===== config.mk =====
export PLATFORM = sky130hd
export DESIGN_NAME = bmp24_stream_writer_flat
export DESIGN_NICKNAME = d
export VERILOG_FILES = /design/src/rtl/core/bmpw_pkg.sv /design/src/rtl/core/bmpw_if.sv /design/src/rtl/core/bmpw_front.sv /design/src/rtl/core/bmpw_queue.sv /design/src/rtl/core/bmpw_back.sv /design/src/rtl/core/bmp24_stream_writer.sv /design/src/flat_wrapper.sv
export SDC_FILE = /design/constraint.sdc
export NUM_CORES = 1
export LEC_CHECK = 0
export BUFFER_PORTS_ARGS = -buffer_cell sky130_fd_sc_hd__buf_2
export CAP_MARGIN = 20
export CORE_MARGIN = 1.5
export CORE_UTILIZATION = 38
export DETAILED_ROUTE_END_ITERATION = 6
export GPL_TIMING_DRIVEN = 1
export SETUP_SLACK_MARGIN = 0.1
export SLEW_MARGIN = 20
export SYNTH_ARGS = -nofsm -noshare
export SYNTH_HDL_FRONTEND = slang
export SYNTH_SLANG_ARGS = --single-unit

===== constraint.sdc =====
create_clock -name clk -period 6.9 [get_ports clk]
set_input_delay 1.38 -clock clk [delete_from_list [all_inputs] [get_ports clk]]
set_output_delay 1.38 -clock clk [all_outputs]
set_load 0.02 [all_outputs]

===== src/rtl/core/bmpw_pkg.sv =====
// bmpw_pkg: shared widths, header layout constants and helper functions
// for the 24-bit BMP stream writer. Depends on nothing.

package bmpw_pkg;

    localparam int VAL_W = 17;              // Q1.16 intensity
    localparam int DIM_W = 13;              // image dimension register
    localparam int CFG_IDX_W = 2;
    localparam int CFG_DATA_W = 13;
    localparam int ROWB_W = 15;             // padded bytes per row
    localparam int IDX_W = 6;               // byte position within one job
    localparam int SIZE_W = 32;
    localparam int MAX_DIMENSION_DEF = 4096;

    // Register indexes on the configuration channel
    localparam logic [CFG_IDX_W-1:0] CFG_WIDTH  = 2'd0;
    localparam logic [CFG_IDX_W-1:0] CFG_HEIGHT = 2'd1;

    // Header byte positions and values
    localparam logic [IDX_W-1:0] OFS_MAGIC_B = 6'd0;
    localparam logic [IDX_W-1:0] OFS_MAGIC_M = 6'd1;
    localparam logic [IDX_W-1:0] OFS_SIZE    = 6'd2;
    localparam logic [IDX_W-1:0] OFS_OFFSET  = 6'd10;
    localparam logic [IDX_W-1:0] OFS_INFO    = 6'd14;
    localparam logic [IDX_W-1:0] OFS_WIDTH   = 6'd18;
    localparam logic [IDX_W-1:0] OFS_HEIGHT  = 6'd22;
    localparam logic [IDX_W-1:0] OFS_PLANES  = 6'd26;
    localparam logic [IDX_W-1:0] OFS_BPP     = 6'd28;
    localparam logic [IDX_W-1:0] HDR_LEN     = 6'd54;
    localparam logic [IDX_W-1:0] IDX_BLUE    = 6'd54;
    localparam logic [IDX_W-1:0] IDX_GREEN   = 6'd55;
    localparam logic [IDX_W-1:0] IDX_RED     = 6'd56;

    localparam logic [7:0] CHAR_B   = 8'h42;
    localparam logic [7:0] CHAR_M   = 8'h4D;
    localparam logic [7:0] INFO_LEN = 8'd40;
    localparam logic [7:0] PLANES   = 8'd1;
    localparam logic [7:0] BPP      = 8'd24;

    typedef struct packed {
        logic              hdr;
        logic [7:0]        blue_b;
        logic [7:0]        green_b;
        logic [7:0]        red_b;
        logic [1:0]        pad;
        logic              frame_end;
        logic [DIM_W-1:0]  w;
        logic [DIM_W-1:0]  h;
        logic [SIZE_W-1:0] size;
    } job_t;

    // floor(v*255/65536), saturated; v*255 done as (v<<8)-v
    function automatic logic [7:0] to_byte(input logic [VAL_W-1:0] v);
        logic [VAL_W+7:0] p;
        logic [8:0]       q;
        p = {v, 8'd0} - {8'd0, v};
        q = p[VAL_W+7:16];
        return (q > 9'd255) ? 8'hFF : q[7:0];
    endfunction

    function automatic logic [7:0] hdr_byte(input logic [IDX_W-1:0] idx,
                                           input logic [SIZE_W-1:0] size,
                                           input logic [DIM_W-1:0] w,
                                           input logic [DIM_W-1:0] h);
        logic [7:0] b;
        b = 8'd0;
        case (idx)
            OFS_MAGIC_B:         b = CHAR_B;
            OFS_MAGIC_M:         b = CHAR_M;
            OFS_SIZE:            b = size[7:0];
            OFS_SIZE + 6'd1:     b = size[15:8];
            OFS_SIZE + 6'd2:     b = size[23:16];
            OFS_SIZE + 6'd3:     b = size[31:24];
            OFS_OFFSET:          b = 8'(HDR_LEN);
            OFS_INFO:            b = INFO_LEN;
            OFS_WIDTH:           b = w[7:0];
            OFS_WIDTH + 6'd1:    b = 8'(w[DIM_W-1:8]);
            OFS_HEIGHT:          b = h[7:0];
            OFS_HEIGHT + 6'd1:   b = 8'(h[DIM_W-1:8]);
            OFS_PLANES:          b = PLANES;
            OFS_BPP:             b = BPP;
            default:             b = 8'd0;
        endcase
        return b;
    endfunction

endpackage


===== src/rtl/core/bmpw_if.sv =====
// bmpw_if: valid/ready channel interfaces for pixels, output bytes and
// configuration writes. Depends on bmpw_pkg.

interface bmpw_pix_if;
    logic                       valid;
    logic                       ready;
    logic [bmpw_pkg::VAL_W-1:0] red;
    logic [bmpw_pkg::VAL_W-1:0] green;
    logic [bmpw_pkg::VAL_W-1:0] blue;

    modport source (output valid, red, green, blue, input ready);
    modport sink   (input valid, red, green, blue, output ready);
endinterface

interface bmpw_byte_if;
    logic       valid;
    logic       ready;
    logic [7:0] byte_value;
    logic       last_of_run;
    logic       end_of_image;

    modport source (output valid, byte_value, last_of_run, end_of_image, input ready);
    modport sink   (input valid, byte_value, last_of_run, end_of_image, output ready);
endinterface

interface bmpw_cfg_if;
    logic                            valid;
    logic                            ready;
    logic [bmpw_pkg::CFG_IDX_W-1:0]  index;
    logic [bmpw_pkg::CFG_DATA_W-1:0] data;

    modport source (output valid, index, data, input ready);
    modport sink   (input valid, index, data, output ready);
endinterface


===== src/rtl/core/bmpw_front.sv =====
// bmpw_front: configuration registers, raster counters and color conversion.
// Builds one job per accepted pixel. Depends on bmpw_pkg and bmpw_if.

module bmpw_front #(
    parameter int MAX_DIMENSION = bmpw_pkg::MAX_DIMENSION_DEF
) (
    input  logic              clk,
    input  logic              rst_n,
    bmpw_pix_if.sink          pixels,
    bmpw_cfg_if.sink          cfg,
    input  logic              full,
    output logic              push,
    output bmpw_pkg::job_t    job
);

    localparam int DW = bmpw_pkg::DIM_W;
    localparam int RW = bmpw_pkg::ROWB_W;

    logic [DW-1:0] w_reg, w_next, h_reg, h_next;
    logic [RW-1:0] row_bytes_reg, row_bytes_next;
    logic [1:0]    pad_reg, pad_next;
    logic [DW-1:0] col_reg, col_next, row_reg, row_next;

    logic [DW-1:0]   cfg_dim;
    logic [RW-1:0]   triple;
    logic [1:0]      cfg_pad;
    logic            accept;
    logic [DW:0]     col_inc, row_inc;
    logic            row_end, frame_end;
    logic [DW+RW-1:0] prod;

    assign cfg.ready = 1'b1;

    // clamp written dimension into 1..MAX_DIMENSION
    always_comb
    begin
        if (cfg.data == '0)
            cfg_dim = DW'(1);
        else if (32'(cfg.data) > 32'(MAX_DIMENSION))
            cfg_dim = DW'(MAX_DIMENSION);
        else
            cfg_dim = cfg.data;
        triple  = RW'({cfg_dim, 1'b0}) + RW'(cfg_dim);
        cfg_pad = ~triple[1:0] + 2'd1;
    end

    always_comb
    begin
        w_next         = w_reg;
        h_next         = h_reg;
        row_bytes_next = row_bytes_reg;
        pad_next       = pad_reg;
        if (cfg.valid)
        begin
            case (cfg.index)
                bmpw_pkg::CFG_WIDTH:
                begin
                    w_next         = cfg_dim;
                    pad_next       = cfg_pad;
                    row_bytes_next = triple + RW'(cfg_pad);
                end
                bmpw_pkg::CFG_HEIGHT: h_next = cfg_dim;
                default: ;
            endcase
        end
    end

    assign pixels.ready = !full;
    assign accept       = pixels.valid && !full;
    assign push         = accept;

    // counts may exceed a newly written size; >= ends the row or frame
    assign col_inc   = {1'b0, col_reg} + (DW+1)'(1);
    assign row_inc   = {1'b0, row_reg} + (DW+1)'(1);
    assign row_end   = col_inc >= {1'b0, w_reg};
    assign frame_end = row_end && (row_inc >= {1'b0, h_reg});

    always_comb
    begin
        col_next = col_reg;
        row_next = row_reg;
        if (accept)
        begin
            if (row_end)
            begin
                col_next = '0;
                row_next = frame_end ? '0 : row_inc[DW-1:0];
            end
            else
            begin
                col_next = col_inc[DW-1:0];
            end
        end
    end

    assign prod = (DW+RW)'(row_bytes_reg) * (DW+RW)'(h_reg);

    always_comb
    begin
        job.hdr       = (col_reg == '0) && (row_reg == '0);
        job.blue_b    = bmpw_pkg::to_byte(pixels.blue);
        job.green_b   = bmpw_pkg::to_byte(pixels.green);
        job.red_b     = bmpw_pkg::to_byte(pixels.red);
        job.pad       = row_end ? pad_reg : 2'd0;
        job.frame_end = frame_end;
        job.w         = w_reg;
        job.h         = h_reg;
        job.size      = bmpw_pkg::SIZE_W'(prod) + bmpw_pkg::SIZE_W'(bmpw_pkg::HDR_LEN);
    end

    always_ff @(posedge clk or negedge rst_n)
    begin
        if (!rst_n)
        begin
            w_reg         <= DW'(1);
            h_reg         <= DW'(1);
            row_bytes_reg <= RW'(4);
            pad_reg       <= 2'd1;
            col_reg       <= '0;
            row_reg       <= '0;
        end
        else
        begin
            w_reg         <= w_next;
            h_reg         <= h_next;
            row_bytes_reg <= row_bytes_next;
            pad_reg       <= pad_next;
            col_reg       <= col_next;
            row_reg       <= row_next;
        end
    end

    // padded row length stays a multiple of four covering three bytes a pixel
    a_row_bytes: assert property (@(posedge clk) disable iff (!rst_n)
        row_bytes_reg[1:0] == 2'd0 &&
        row_bytes_reg == RW'({w_reg, 1'b0}) + RW'(w_reg) + RW'(pad_reg))
        else $error("row byte count inconsistent with width");

    a_frame_wrap: assert property (@(posedge clk) disable iff (!rst_n)
        accept && frame_end |=> col_reg == '0 && row_reg == '0)
        else $error("counters not cleared after frame end");

endmodule


===== src/rtl/core/bmpw_queue.sv =====
// bmpw_queue: two-entry job queue between front and back.
// Depends on bmpw_pkg.

module bmpw_queue (
    input  logic           clk,
    input  logic           rst_n,
    input  logic           push,
    input  bmpw_pkg::job_t push_job,
    input  logic           pop,
    output bmpw_pkg::job_t head,
    output logic           full,
    output logic           empty
);

    bmpw_pkg::job_t mem [2];
    logic       wr_ptr_reg, wr_ptr_next;
    logic       rd_ptr_reg, rd_ptr_next;
    logic [1:0] cnt_reg, cnt_next;

    assign full  = cnt_reg == 2'd2;
    assign empty = cnt_reg == 2'd0;
    assign head  = mem[rd_ptr_reg];

    always_comb
    begin
        wr_ptr_next = push ? !wr_ptr_reg : wr_ptr_reg;
        rd_ptr_next = pop ? !rd_ptr_reg : rd_ptr_reg;
        cnt_next    = cnt_reg + 2'(push) - 2'(pop);
    end

    always_ff @(posedge clk)
    begin
        if (push)
            mem[wr_ptr_reg] <= push_job;
    end

    always_ff @(posedge clk or negedge rst_n)
    begin
        if (!rst_n)
        begin
            wr_ptr_reg <= 1'b0;
            rd_ptr_reg <= 1'b0;
            cnt_reg    <= 2'd0;
        end
        else
        begin
            wr_ptr_reg <= wr_ptr_next;
            rd_ptr_reg <= rd_ptr_next;
            cnt_reg    <= cnt_next;
        end
    end

    a_no_overflow: assert property (@(posedge clk) disable iff (!rst_n)
        !(push && full))
        else $error("push into full queue");

    a_no_underflow: assert property (@(posedge clk) disable iff (!rst_n)
        !(pop && empty))
        else $error("pop from empty queue");

    a_ptr_count: assert property (@(posedge clk) disable iff (!rst_n)
        (cnt_reg == 2'd0 || cnt_reg == 2'd2) |-> wr_ptr_reg == rd_ptr_reg)
        else $error("queue pointers disagree with count");

endmodule


===== src/rtl/core/bmpw_back.sv =====
// bmpw_back: byte sequencer. Walks one job through header, pixel and
// padding bytes into a registered output stage. Depends on bmpw_pkg, bmpw_if.

module bmpw_back (
    input  logic           clk,
    input  logic           rst_n,
    input  bmpw_pkg::job_t head,
    input  logic           empty,
    output logic           pop,
    bmpw_byte_if.source    stream
);

    localparam int IW = bmpw_pkg::IDX_W;

    logic [IW-1:0] idx_reg, idx_next;
    logic          started_reg, started_next;
    logic          out_valid_reg, out_valid_next;
    logic [7:0]    out_byte_reg;
    logic          out_last_reg, out_eoi_reg;

    logic          emit;
    logic [IW-1:0] cur_idx, last_idx;
    logic          is_last;
    logic [7:0]    cur_byte;

    assign emit     = !empty && (!out_valid_reg || stream.ready);
    assign cur_idx  = started_reg ? idx_reg : (head.hdr ? '0 : bmpw_pkg::HDR_LEN);
    assign last_idx = bmpw_pkg::IDX_RED + IW'(head.pad);
    assign is_last  = cur_idx == last_idx;
    assign pop      = emit && is_last;

    always_comb
    begin
        if (cur_idx < bmpw_pkg::HDR_LEN)
            cur_byte = bmpw_pkg::hdr_byte(cur_idx, head.size, head.w, head.h);
        else if (cur_idx == bmpw_pkg::IDX_BLUE)
            cur_byte = head.blue_b;
        else if (cur_idx == bmpw_pkg::IDX_GREEN)
            cur_byte = head.green_b;
        else if (cur_idx == bmpw_pkg::IDX_RED)
            cur_byte = head.red_b;
        else
            cur_byte = 8'd0;
    end

    always_comb
    begin
        idx_next       = idx_reg;
        started_next   = started_reg;
        out_valid_next = out_valid_reg;
        if (emit)
        begin
            out_valid_next = 1'b1;
            started_next   = !is_last;
            idx_next       = cur_idx + IW'(1);
        end
        else if (stream.ready)
        begin
            out_valid_next = 1'b0;
        end
    end

    always_ff @(posedge clk)
    begin
        if (emit)
        begin
            out_byte_reg <= cur_byte;
            out_last_reg <= is_last;
            out_eoi_reg  <= is_last && head.frame_end;
        end
    end

    always_ff @(posedge clk or negedge rst_n)
    begin
        if (!rst_n)
        begin
            idx_reg       <= '0;
            started_reg   <= 1'b0;
            out_valid_reg <= 1'b0;
        end
        else
        begin
            idx_reg       <= idx_next;
            started_reg   <= started_next;
            out_valid_reg <= out_valid_next;
        end
    end

    assign stream.valid        = out_valid_reg;
    assign stream.byte_value   = out_byte_reg;
    assign stream.last_of_run  = out_last_reg;
    assign stream.end_of_image = out_eoi_reg;

    a_eoi_is_last: assert property (@(posedge clk) disable iff (!rst_n)
        stream.valid && stream.end_of_image |-> stream.last_of_run)
        else $error("end of image without end of run");

    a_idx_bound: assert property (@(posedge clk) disable iff (!rst_n)
        emit |-> cur_idx <= last_idx)
        else $error("byte index ran past end of job");

    a_started_nonempty: assert property (@(posedge clk) disable iff (!rst_n)
        started_reg |-> !empty)
        else $error("job in progress with empty queue");

endmodule


===== src/rtl/core/bmp24_stream_writer.sv =====
// bmp24_stream_writer: top level of the 24-bit BMP stream encoder.
// Depends on bmpw_pkg, bmpw_if, bmpw_front, bmpw_queue, bmpw_back.
//
//   channel   modport  payload                                   accepted when
//   pixels    sink     red, green, blue (17b Q1.16 each)         valid && ready
//   stream    source   byte_value, last_of_run, end_of_image     valid && ready
//   cfg       sink     index (0 width, 1 height), data (13b)     valid (ready tied 1)
//
// One output byte per cycle while jobs are queued and stream.ready is high:
// 3 to 6 bytes per pixel, 57 to 60 for the pixel that opens a frame; the byte
// sequencer and its output register set the rate. An accepted pixel's job is
// written to the queue, then its first byte goes to the output register. The
// two-entry job queue holds up to two pixels' jobs while the byte side stalls.
// Reset sets width and height to 1 and clears the raster counters.

module bmp24_stream_writer #(
    parameter int MAX_DIMENSION = bmpw_pkg::MAX_DIMENSION_DEF
) (
    input  logic        clk,
    input  logic        rst_n,
    bmpw_pix_if.sink    pixels,
    bmpw_byte_if.source stream,
    bmpw_cfg_if.sink    cfg
);

    bmpw_pkg::job_t push_job, head;
    logic           push, pop, full, empty;

    bmpw_front #(
        .MAX_DIMENSION(MAX_DIMENSION)
    ) u_front (
        .clk    (clk),
        .rst_n  (rst_n),
        .pixels (pixels),
        .cfg    (cfg),
        .full   (full),
        .push   (push),
        .job    (push_job)
    );

    bmpw_queue u_queue (
        .clk      (clk),
        .rst_n    (rst_n),
        .push     (push),
        .push_job (push_job),
        .pop      (pop),
        .head     (head),
        .full     (full),
        .empty    (empty)
    );

    bmpw_back u_back (
        .clk    (clk),
        .rst_n  (rst_n),
        .head   (head),
        .empty  (empty),
        .pop    (pop),
        .stream (stream)
    );

endmodule


===== src/flat_wrapper.sv =====
// flat-port wrapper written by rule: the top's interface ports become plain ports
module bmp24_stream_writer_flat 
#(
    parameter int MAX_DIMENSION = bmpw_pkg::MAX_DIMENSION_DEF
)
  (clk, rst_n, pixels_valid, pixels_red, pixels_green, pixels_blue, pixels_ready, stream_valid, stream_byte_value, stream_last_of_run, stream_end_of_image, stream_ready, cfg_valid, cfg_index, cfg_data, cfg_ready);
  bmpw_pix_if pixels_i ();
  bmpw_byte_if stream_i ();
  bmpw_cfg_if cfg_i ();
  input  logic clk;
  input  logic rst_n;
  input wire logic [$bits(pixels_i.valid)-1:0] pixels_valid;
  input wire logic [$bits(pixels_i.red)-1:0] pixels_red;
  input wire logic [$bits(pixels_i.green)-1:0] pixels_green;
  input wire logic [$bits(pixels_i.blue)-1:0] pixels_blue;
  output wire logic [$bits(pixels_i.ready)-1:0] pixels_ready;
  output wire logic [$bits(stream_i.valid)-1:0] stream_valid;
  output wire logic [$bits(stream_i.byte_value)-1:0] stream_byte_value;
  output wire logic [$bits(stream_i.last_of_run)-1:0] stream_last_of_run;
  output wire logic [$bits(stream_i.end_of_image)-1:0] stream_end_of_image;
  input wire logic [$bits(stream_i.ready)-1:0] stream_ready;
  input wire logic [$bits(cfg_i.valid)-1:0] cfg_valid;
  input wire logic [$bits(cfg_i.index)-1:0] cfg_index;
  input wire logic [$bits(cfg_i.data)-1:0] cfg_data;
  output wire logic [$bits(cfg_i.ready)-1:0] cfg_ready;
  assign pixels_i.valid = pixels_valid;
  assign pixels_i.red = pixels_red;
  assign pixels_i.green = pixels_green;
  assign pixels_i.blue = pixels_blue;
  assign pixels_ready = pixels_i.ready;
  assign stream_valid = stream_i.valid;
  assign stream_byte_value = stream_i.byte_value;
  assign stream_last_of_run = stream_i.last_of_run;
  assign stream_end_of_image = stream_i.end_of_image;
  assign stream_i.ready = stream_ready;
  assign cfg_i.valid = cfg_valid;
  assign cfg_i.index = cfg_index;
  assign cfg_i.data = cfg_data;
  assign cfg_ready = cfg_i.ready;
  bmp24_stream_writer #(.MAX_DIMENSION(MAX_DIMENSION)) u_core (.clk(clk), .rst_n(rst_n), .pixels(pixels_i), .stream(stream_i), .cfg(cfg_i));
endmodule

==> results of run 1 <==
## cells by family after synthesis
logic type	Yosys count
AO/OA/AOI/OAI	298
multiplexers	85
flip-flops	253
other	1
buffers and inverters	282
AND/OR/NAND/NOR	567
adder cells (fa/ha/maj)	314
XOR/XNOR	86
## cells in the final DEF, fill, tap and decap left out, drive strengths merged, types with 6 or more instances in the layout
cell type and count:
nand3b 8, mux2i 79, edfxtp 174, o21a 10, a31oi 9, o22ai 22, nor4 16, nor2 72
ha 179, o21bai 7, inv 211, a211oi 13, nor3 29, o21ai 82, and3 9, a21oi 53
o211ai 20, o31ai 9, xor2 29, clkinv 12, nand3 48, a21o 24, nand2b 25, and2 106
dfrtp 76, a22o 17, clkbuf 35, mux2 6, fa 135, buf 92, xnor2 57, nand2 206
or3 9, nand4 14
## path summary, 6_finish.rpt
| path | endpoint | slack [ps] |
|---|---|---|
| max | u_core.u_queue.mem[1][28] | 610 |
| max in group asynchronous | u_core.u_front.row_bytes_reg[6] | 5130 |
| min in group asynchronous | u_core.u_back.idx_reg[4] | 630 |
| min reg2reg | u_core.u_back.stream.valid | 510 |
| max reg2reg | u_core.u_queue.mem[1][28] | 610 |
| min | u_core.u_back.stream.valid | 510 |
## layer usage
metal	global-route usage [%]	routed length (um)	part of all wire, %	vias to the layer above
met4	4.00	976	2.1	0
met3	1.91	1950	4.2	57
met1	24.1	21300	46	6808
li1	-	-	-	6602
met2	29.3	21800	47	328
met5	0	0	0	-
## where the power goes
group          total [uW]  internal [uW]  leakage (uW)  switching, uW
Combinational        2780           1100       0.00649           1680
Clock                1520            886      0.000454            635
Sequential           2540           2190       0.00262            348
## area by class of cell
class                   count  area share, %
clock buffers              35           3.43
clock inverters            17          0.908
inverters                 212           3.66
multi-input cells        1351           52.7
flip-flops and latches    253           33.1
well taps                 680           3.91
repair buffers             92           2.24
## worst max-delay path: stages, from the launching register on
cell and delay, ps:
dfrtp_1 570, and2_1 270, fa_1 540, inv_1 60, fa_1 540, inv_1 50
fa_1 500, inv_1 50, fa_1 470, inv_1 50, fa_1 470, ha_1 310
ha_1 340, and4_1 240, a21boi_1 220, o21ai_1 160, nand4_1 130, a211oi_1 100
o31ai_1 450, a21oi_1 120, or3_1 400
## metrics by stage
| stage | utilization, % | power (uW) |
|---|---|---|
| after floorplan | - | 4530 |
| after global placement | 40.5 | 5290 |
| after detailed placement | 40.5 | 5350 |
| after CTS | 42.4 | 6910 |
| after global routing | 42.4 | 7350 |
| final | 42.4 | 6840 |
==> qor.yml, run 1 <==
placement:
  dp.cells: 2588
  gp_congestion: 0.874
  hpwl_mm: 35.1
  placed_area_um2: 20800
  place.port_buffers: 82
  place_ws_ps: 633
sta:
  fin_worst_hold_slack_ps: 508
  finalHoldViolCount: 0
  setup_viol: 0
  fin_ws_ps: 609
  fmax_mhz: 159
  maxSlewHeadroom_pct: 36.8
  rsz0062_at_grt: "no"
  drv_slew: 0
  timing.final.crit_share_pct: 91.2
  min_period_ps: 6290
  tns_ps: 0
  skew_ps: 16.1
  tightestPinTransition_ps: 948
drt:
  drc: 0
  drt_iter0_markers: 832
  ant_nets: 0
  viasPerCell: 5.23
  dr_total_vias: 13800
  firstDrtPassIters: 5
  wl_mm: 46.1
  wire_per_inst_um: 17.5
clock_network:
  cts_buffers: 28
  cts_hold_buffers: 0
  htree_levels: 1
  cts_tree: "yes"
  clk_pin_slew_worst_paths_ps: 60
  post-cts-setup-buffers: 0
  clk_latency_ps: 570
  clkSinkCount: 253
  cts_resized: 0
  clockRootBuffer: "clkbuf_16"
  cts_buffer_depth: 3
power_and_ir_drop:
  p_leak_uw: 0.00956
  powerDensity_nw_per_um2: 314
  peakVddDrop_mv: 0.164
finish:
  fin_area_um2: 21800
  drive_above_1_share_pct: 9.23
  nets: 2323
  largest_reg_flops: 164
  layout.cells.non_filler: 2640
  insertedDiodeCount: 0
  seqCellArea_um2: 7210
  multi_input_area_um2: 11500
  n_fill_cell: 4933
  area_growth_pct: 10.2
floorplan:
  die_w_um: 231
  dieArea_um2: 53400
  coreArea_um2: 51400
  rows: 83
  initial_core_util_pct: 38.4
  die_y_um: 231
  ios: 84
yosys:
  synth.avg_cell_area_um2: 10.5
  synth_top_family_by_area: "adder cells"
  synth.area.mux_share_pct: 4.34
  async_flop_share_pct: 31.2
  yosys_most_used_dff: "edfxtp_1"
  synth_adder_area_share_pct: 25.0
  synth_area_leaders: "edfxtp_1 (26%), fa_1 (14%), ha_1 (11%)"
  synth_top_area_share_pct: 26.4
  synth-edff-count: 174
  synth-seq-cells: 253
  yosysWarnings: 0
  synth-compound-area-share_pct: 10.2
  ys_seq_area_share_pct: 36.5
  synth_xor_xnor_area_share_pct: 3.85
  yosys.area_share.simple_pct: 14.6
  synthesis.nets: 2271
  synth_area_um2: 19800
  synth_cells: 1886
  yosys.area.top_type: "edfxtp_1"
  yosys.cell_types.count: 86
  yosysMostFrequentCell: "inv_1"
  synth_common_cells: "inv_1 (210), nand2_1 (206), ha_1 (179)"
global_routing:
  grt_pass1_vias: 14100
  grt_overflow: 0
  grt_usage_pct: 17.4
  grt_max_degree: 71
  antenna_found_initial: 0
  grt_pass1_wl_mm: 74.2
worst_setup_path:
  crit_required_ps: 7210
  worstSetupEndpointType: "register"
  cp_max_fo: 18
  worst-setup-path-type: "reg -> reg"
  startpoint: "u_core.u_front.h_reg[3]"
  r2r-start: "u_core.u_front.h_reg[3]"
  cp-start-kind: "register"
  worstPathArrival_ps: 6600
  r2r_cells: 20
run:
  maxCapViolations: 0
worst_hold_path:
  hp-class: "reg -> reg"
  min_from: "u_core.u_back.stream.valid"
  hold_depth: 2
status:
  status: "completed"
Note: power is estimated with default switching activity, not from simulation.
==> run 2, diff against run 1 <==
BUFFER_PORTS_ARGS = default   (was -buffer_cell sky130_fd_sc_hd__buf_2)
DONT_BUFFER_PORTS = 1   (was default)
PLACE_DENSITY = 0.6   (was default)
SYNTH_HIERARCHICAL = 1   (was default)
==> run 2 against run 1 <==
Synthesized cell count increased by 5.7%; first-iteration DRC count is 30% higher; sequential power increased by 4%; the run now ends with DRC left; synthesized area grew 5.6%; largest power group unchanged; critical path type unchanged; cell count grew 1.3%; sequential share of layout area up 0.15 points; fmax is 2.4% lower.
==> qor.yml, run 2 <==
status:
  status: "finished with violations"  # was completed
  violations: "DRC"
global_routing:
  grt_usage_pct: 17.0  # was 17.4%
  grt_pass1_vias: 14400  # was 14100
  use_met3_pct: 1.86  # was 1.91%
  met1_usage_pct: 23.6  # was 24.1%
  grt_overflow: 0  # unchanged
  antenna_found_initial: 1  # was 0
  grt.busiest_layer: "met2"  # unchanged
  grt_pass1_wl_mm: 77.0  # was 74.2 mm
  grt.met2_usage_pct: 28.2  # was 29.3%
  grt_max_degree: 80  # was 71
sta:
  timing.final.crit_share_pct: 93.4  # was 91.2%
  tns_ps: 0  # unchanged
  fmax_mhz: 155  # was 159 MHz
  setup_viol: 0  # unchanged
  drv_slew: 0  # unchanged
  finalHoldViolCount: 0  # unchanged
  min_period_ps: 6440  # was 6290 ps
  skew_ps: 22.7  # was 16.1 ps
  tightestPinTransition_ps: 990  # was 948 ps
  rsz0062_at_grt: "no"  # unchanged
  maxSlewHeadroom_pct: 34.0  # was 36.8%
yosys:
  synth_area_leaders: "edfxtp_1 (26%), fa_1 (13%), ha_1 (10%)"  # was edfxtp_1 (26%), fa_1 (14%), ha_1 (11%)
  async_flop_share_pct: 30.3  # was 31.2%
  synth-edff-count: 182  # was 174
  ys_seq_area_share_pct: 35.7  # was 36.5%
  yosysMostFrequentCell: "inv_1"  # unchanged
  synth_top_area_share_pct: 26.2  # was 26.4%
  synth.avg_cell_area_um2: 10.5  # about the same
  yosys.cell_types.count: 100  # was 86
  synth-seq-cells: 261  # was 253
  synth_cells: 1993  # was 1886
  yosys.area.top_type: "edfxtp_1"  # unchanged
  yosys_most_used_dff: "edfxtp_1"  # unchanged
  synth_area_um2: 20900  # was 19800 um^2
  yosysWarnings: 6  # was 0
  synth_common_cells: "inv_1 (244), nand2_1 (230), edfxtp_1 (182)"  # was inv_1 (210), nand2_1 (206), ha_1 (179)
worst_setup_path:
  worstSetupEndpointType: "register"  # unchanged
  cp_max_fo: 18  # unchanged
  worst-setup-path-type: "reg -> reg"  # unchanged
  cpLargestDelayFamily: "adder cells"  # unchanged
  worst_path_max_delay_cell: "dfrtp_1"  # unchanged
  cpMostUsedCell: "fa_1"  # unchanged
  crit_chain: "and2_1 -> fa_1 -> inv_1 -> fa_1 -> inv_1 -> fa_1 -> inv_1 -> fa_1 -> inv_1 -> fa_1 -> ha_1 -> ha_1 -> a21o_1 -> a221o_1 -> nor3_2 -> a21oi_2 -> a22oi_2 -> o31ai_1 -> or4b_1 -> and3_1"  # was and2_1 -> fa_1 -> inv_1 -> fa_1 -> inv_1 -> fa_1 -> inv_1 -> fa_1 -> inv_1 -> fa_1 -> ha_1 -> ha_1 -> and4_1 -> a21boi_1 -> o21ai_1 -> nand4_1 -> a211oi_1 -> o31ai_1 -> a21oi_1 -> or3_1
  worstPathArrival_ps: 6750  # was 6600 ps
  crit_required_ps: 7210  # about the same
  cp-start-kind: "register"  # unchanged
  cpPeakStageDelay_ps: 560  # was 570 ps
  cp_num_buf_inv: 4  # unchanged
finish:
  area_growth_pct: 7.30  # was 10.2%
  nets: 2332  # was 2323
  drive_above_1_share_pct: 10.2  # was 9.23%
  largest_reg_flops: 172  # was 164
  layout_commonest_cell: "inv_1"  # unchanged
  fin_util_pct: 41.5  # was 42.4%
  insertedDiodeCount: 0  # unchanged
  mostFrequentLayoutCells: "inv_1 (244), nand2_1 (230), edfxtp_1 (182), ha_1 (170), fa_1 (135)"  # was inv_1 (210), nand2_1 (206), ha_1 (179), edfxtp_1 (174), fa_1 (135)
drt:
  wl_mm: 47.6  # was 46.1 mm
  wire_per_inst_um: 17.8  # was 17.5 um
  viasPerCell: 5.32  # was 5.23
  firstDrtPassIters: 7  # was 5
  drt_iter0_markers: 1085  # was 832
  ant_nets: 0  # unchanged
  drc: 1  # was 0
  dr_total_vias: 14200  # was 13800
clock_network:
  cts_buffer_depth: 3  # unchanged
  clk_pin_slew_worst_paths_ps: 60  # about the same
  cts_tree: "yes"  # unchanged
  htree_levels: 1  # unchanged
  cts_hold_buffers: 0  # unchanged
  cts_buffers: 29  # was 28
  clk_latency_ps: 570  # about the same
  post-cts-setup-buffers: 0  # unchanged
  cts_resized: 0  # unchanged
  clkSinkCount: 261  # was 253
  clockRootBuffer: "clkbuf_16"  # unchanged
floorplan:
  ios: 84  # unchanged
  initial_core_util_pct: 38.6  # was 38.4%
  dieArea_um2: 56300  # was 53400 um^2
  rows: 85  # was 83
  die_y_um: 237  # was 231 um
  coreArea_um2: 54000  # was 51400 um^2
  die_w_um: 237  # was 231 um
power_and_ir_drop:
  peakVddDrop_mv: 0.181  # was 0.164 mV
  powerDensity_nw_per_um2: 321  # was 314 nW/um^2
  p_leak_uw: 0.00990  # was 0.00956 uW
run:
  maxCapViolations: 0  # unchanged
worst_hold_path:
  hp-class: "in -> async"  # was reg -> reg
placement:
  hpwl_mm: 36.4  # was 35.1 mm
  gp_congestion: 0.873  # was 0.874
  place.port_buffers: 0  # was 82
-- run 2: path summary, 6_finish.rpt --
path	from	to	slack [ps]	cells past startpoint
setup / recovery	u_core/u_front/h_reg[3]	u_core/u_queue/mem[0][28]	460	20
hold / removal	rst_n	u_core/u_back/stream.valid	500	0
setup reg to reg	u_core/u_front/h_reg[3]	u_core/u_queue/mem[0][28]	460	20
hold reg to reg	u_core/u_queue/cnt_reg[0]	u_core/u_back/stream.valid	500	2
max in group asynchronous	rst_n	u_core/u_front/h_reg[0]	6160	0
min in group clk	u_core/u_queue/cnt_reg[0]	u_core/u_back/stream.valid	500	2
-- run 2: final cells by class --
type,count,area (um^2)
clock buffer,32,737
clock inverter,22,244
fill,5171,31600
inverter,246,923
multi-input combinational,1401,12000
sequential,261,7450
tap,696,871
timing repair buffer,17,128
-- run 2: worst register-to-register path, delay by kind of cell (launching register included) --
kind | cells | cell delay [ps]
buffers and inverters | 4 | 220
adders and majority gates | 7 | 3190
AOI/OAI and AO/OA | 5 | 1100
DFF | 1 | 560
and+or+nand+nor | 4 | 1130
-- run 2: routing by layer --
metal	vias up	part of all wire, %
li1	6818	-
met1	7014	47
met4	0	2.2
met2	322	47
met3	68	4.0
met5	-	0
-- run 2: logic make-up (layout without fill, tap and decap cells) --
family                     count (synthesis)  after routing  share of synthesized area [%]
and+or+nand+nor                          603            603                           15.0
buffers and inverters                    334            317                           6.73
AOI/OAI and AO/OA                        312            312                           10.2
adders and majority gates                305            305                           23.1
DFF                                      261            261                           35.7
muxes                                    105            105                           6.13
xor gates and xnor gates                  71             71                           3.05
other                                      2              5                         0.0360
-- run 2: report_power, final --
group | internal, uW | switching, uW
clock network | 956 | 635
logic | 1200 | 1740
registers | 2270 | 379
total | 4430 | 2750
-- run 2: through the flow --
stage          worst slack, ps  hold WS [ps]  power [uW]  std cells  area, um^2
6_report                   456           503        7180       2675       22400
5_1_grt                    184           479        7740       2675       22400
2_1_floorplan              555           442        4850       1996       20900
4_1_cts                    449           473        7250       2675       22400
3_3_place_gp               546           493        5540       2621       21400
3_5_place_dp               467           497        5610       2621       21400
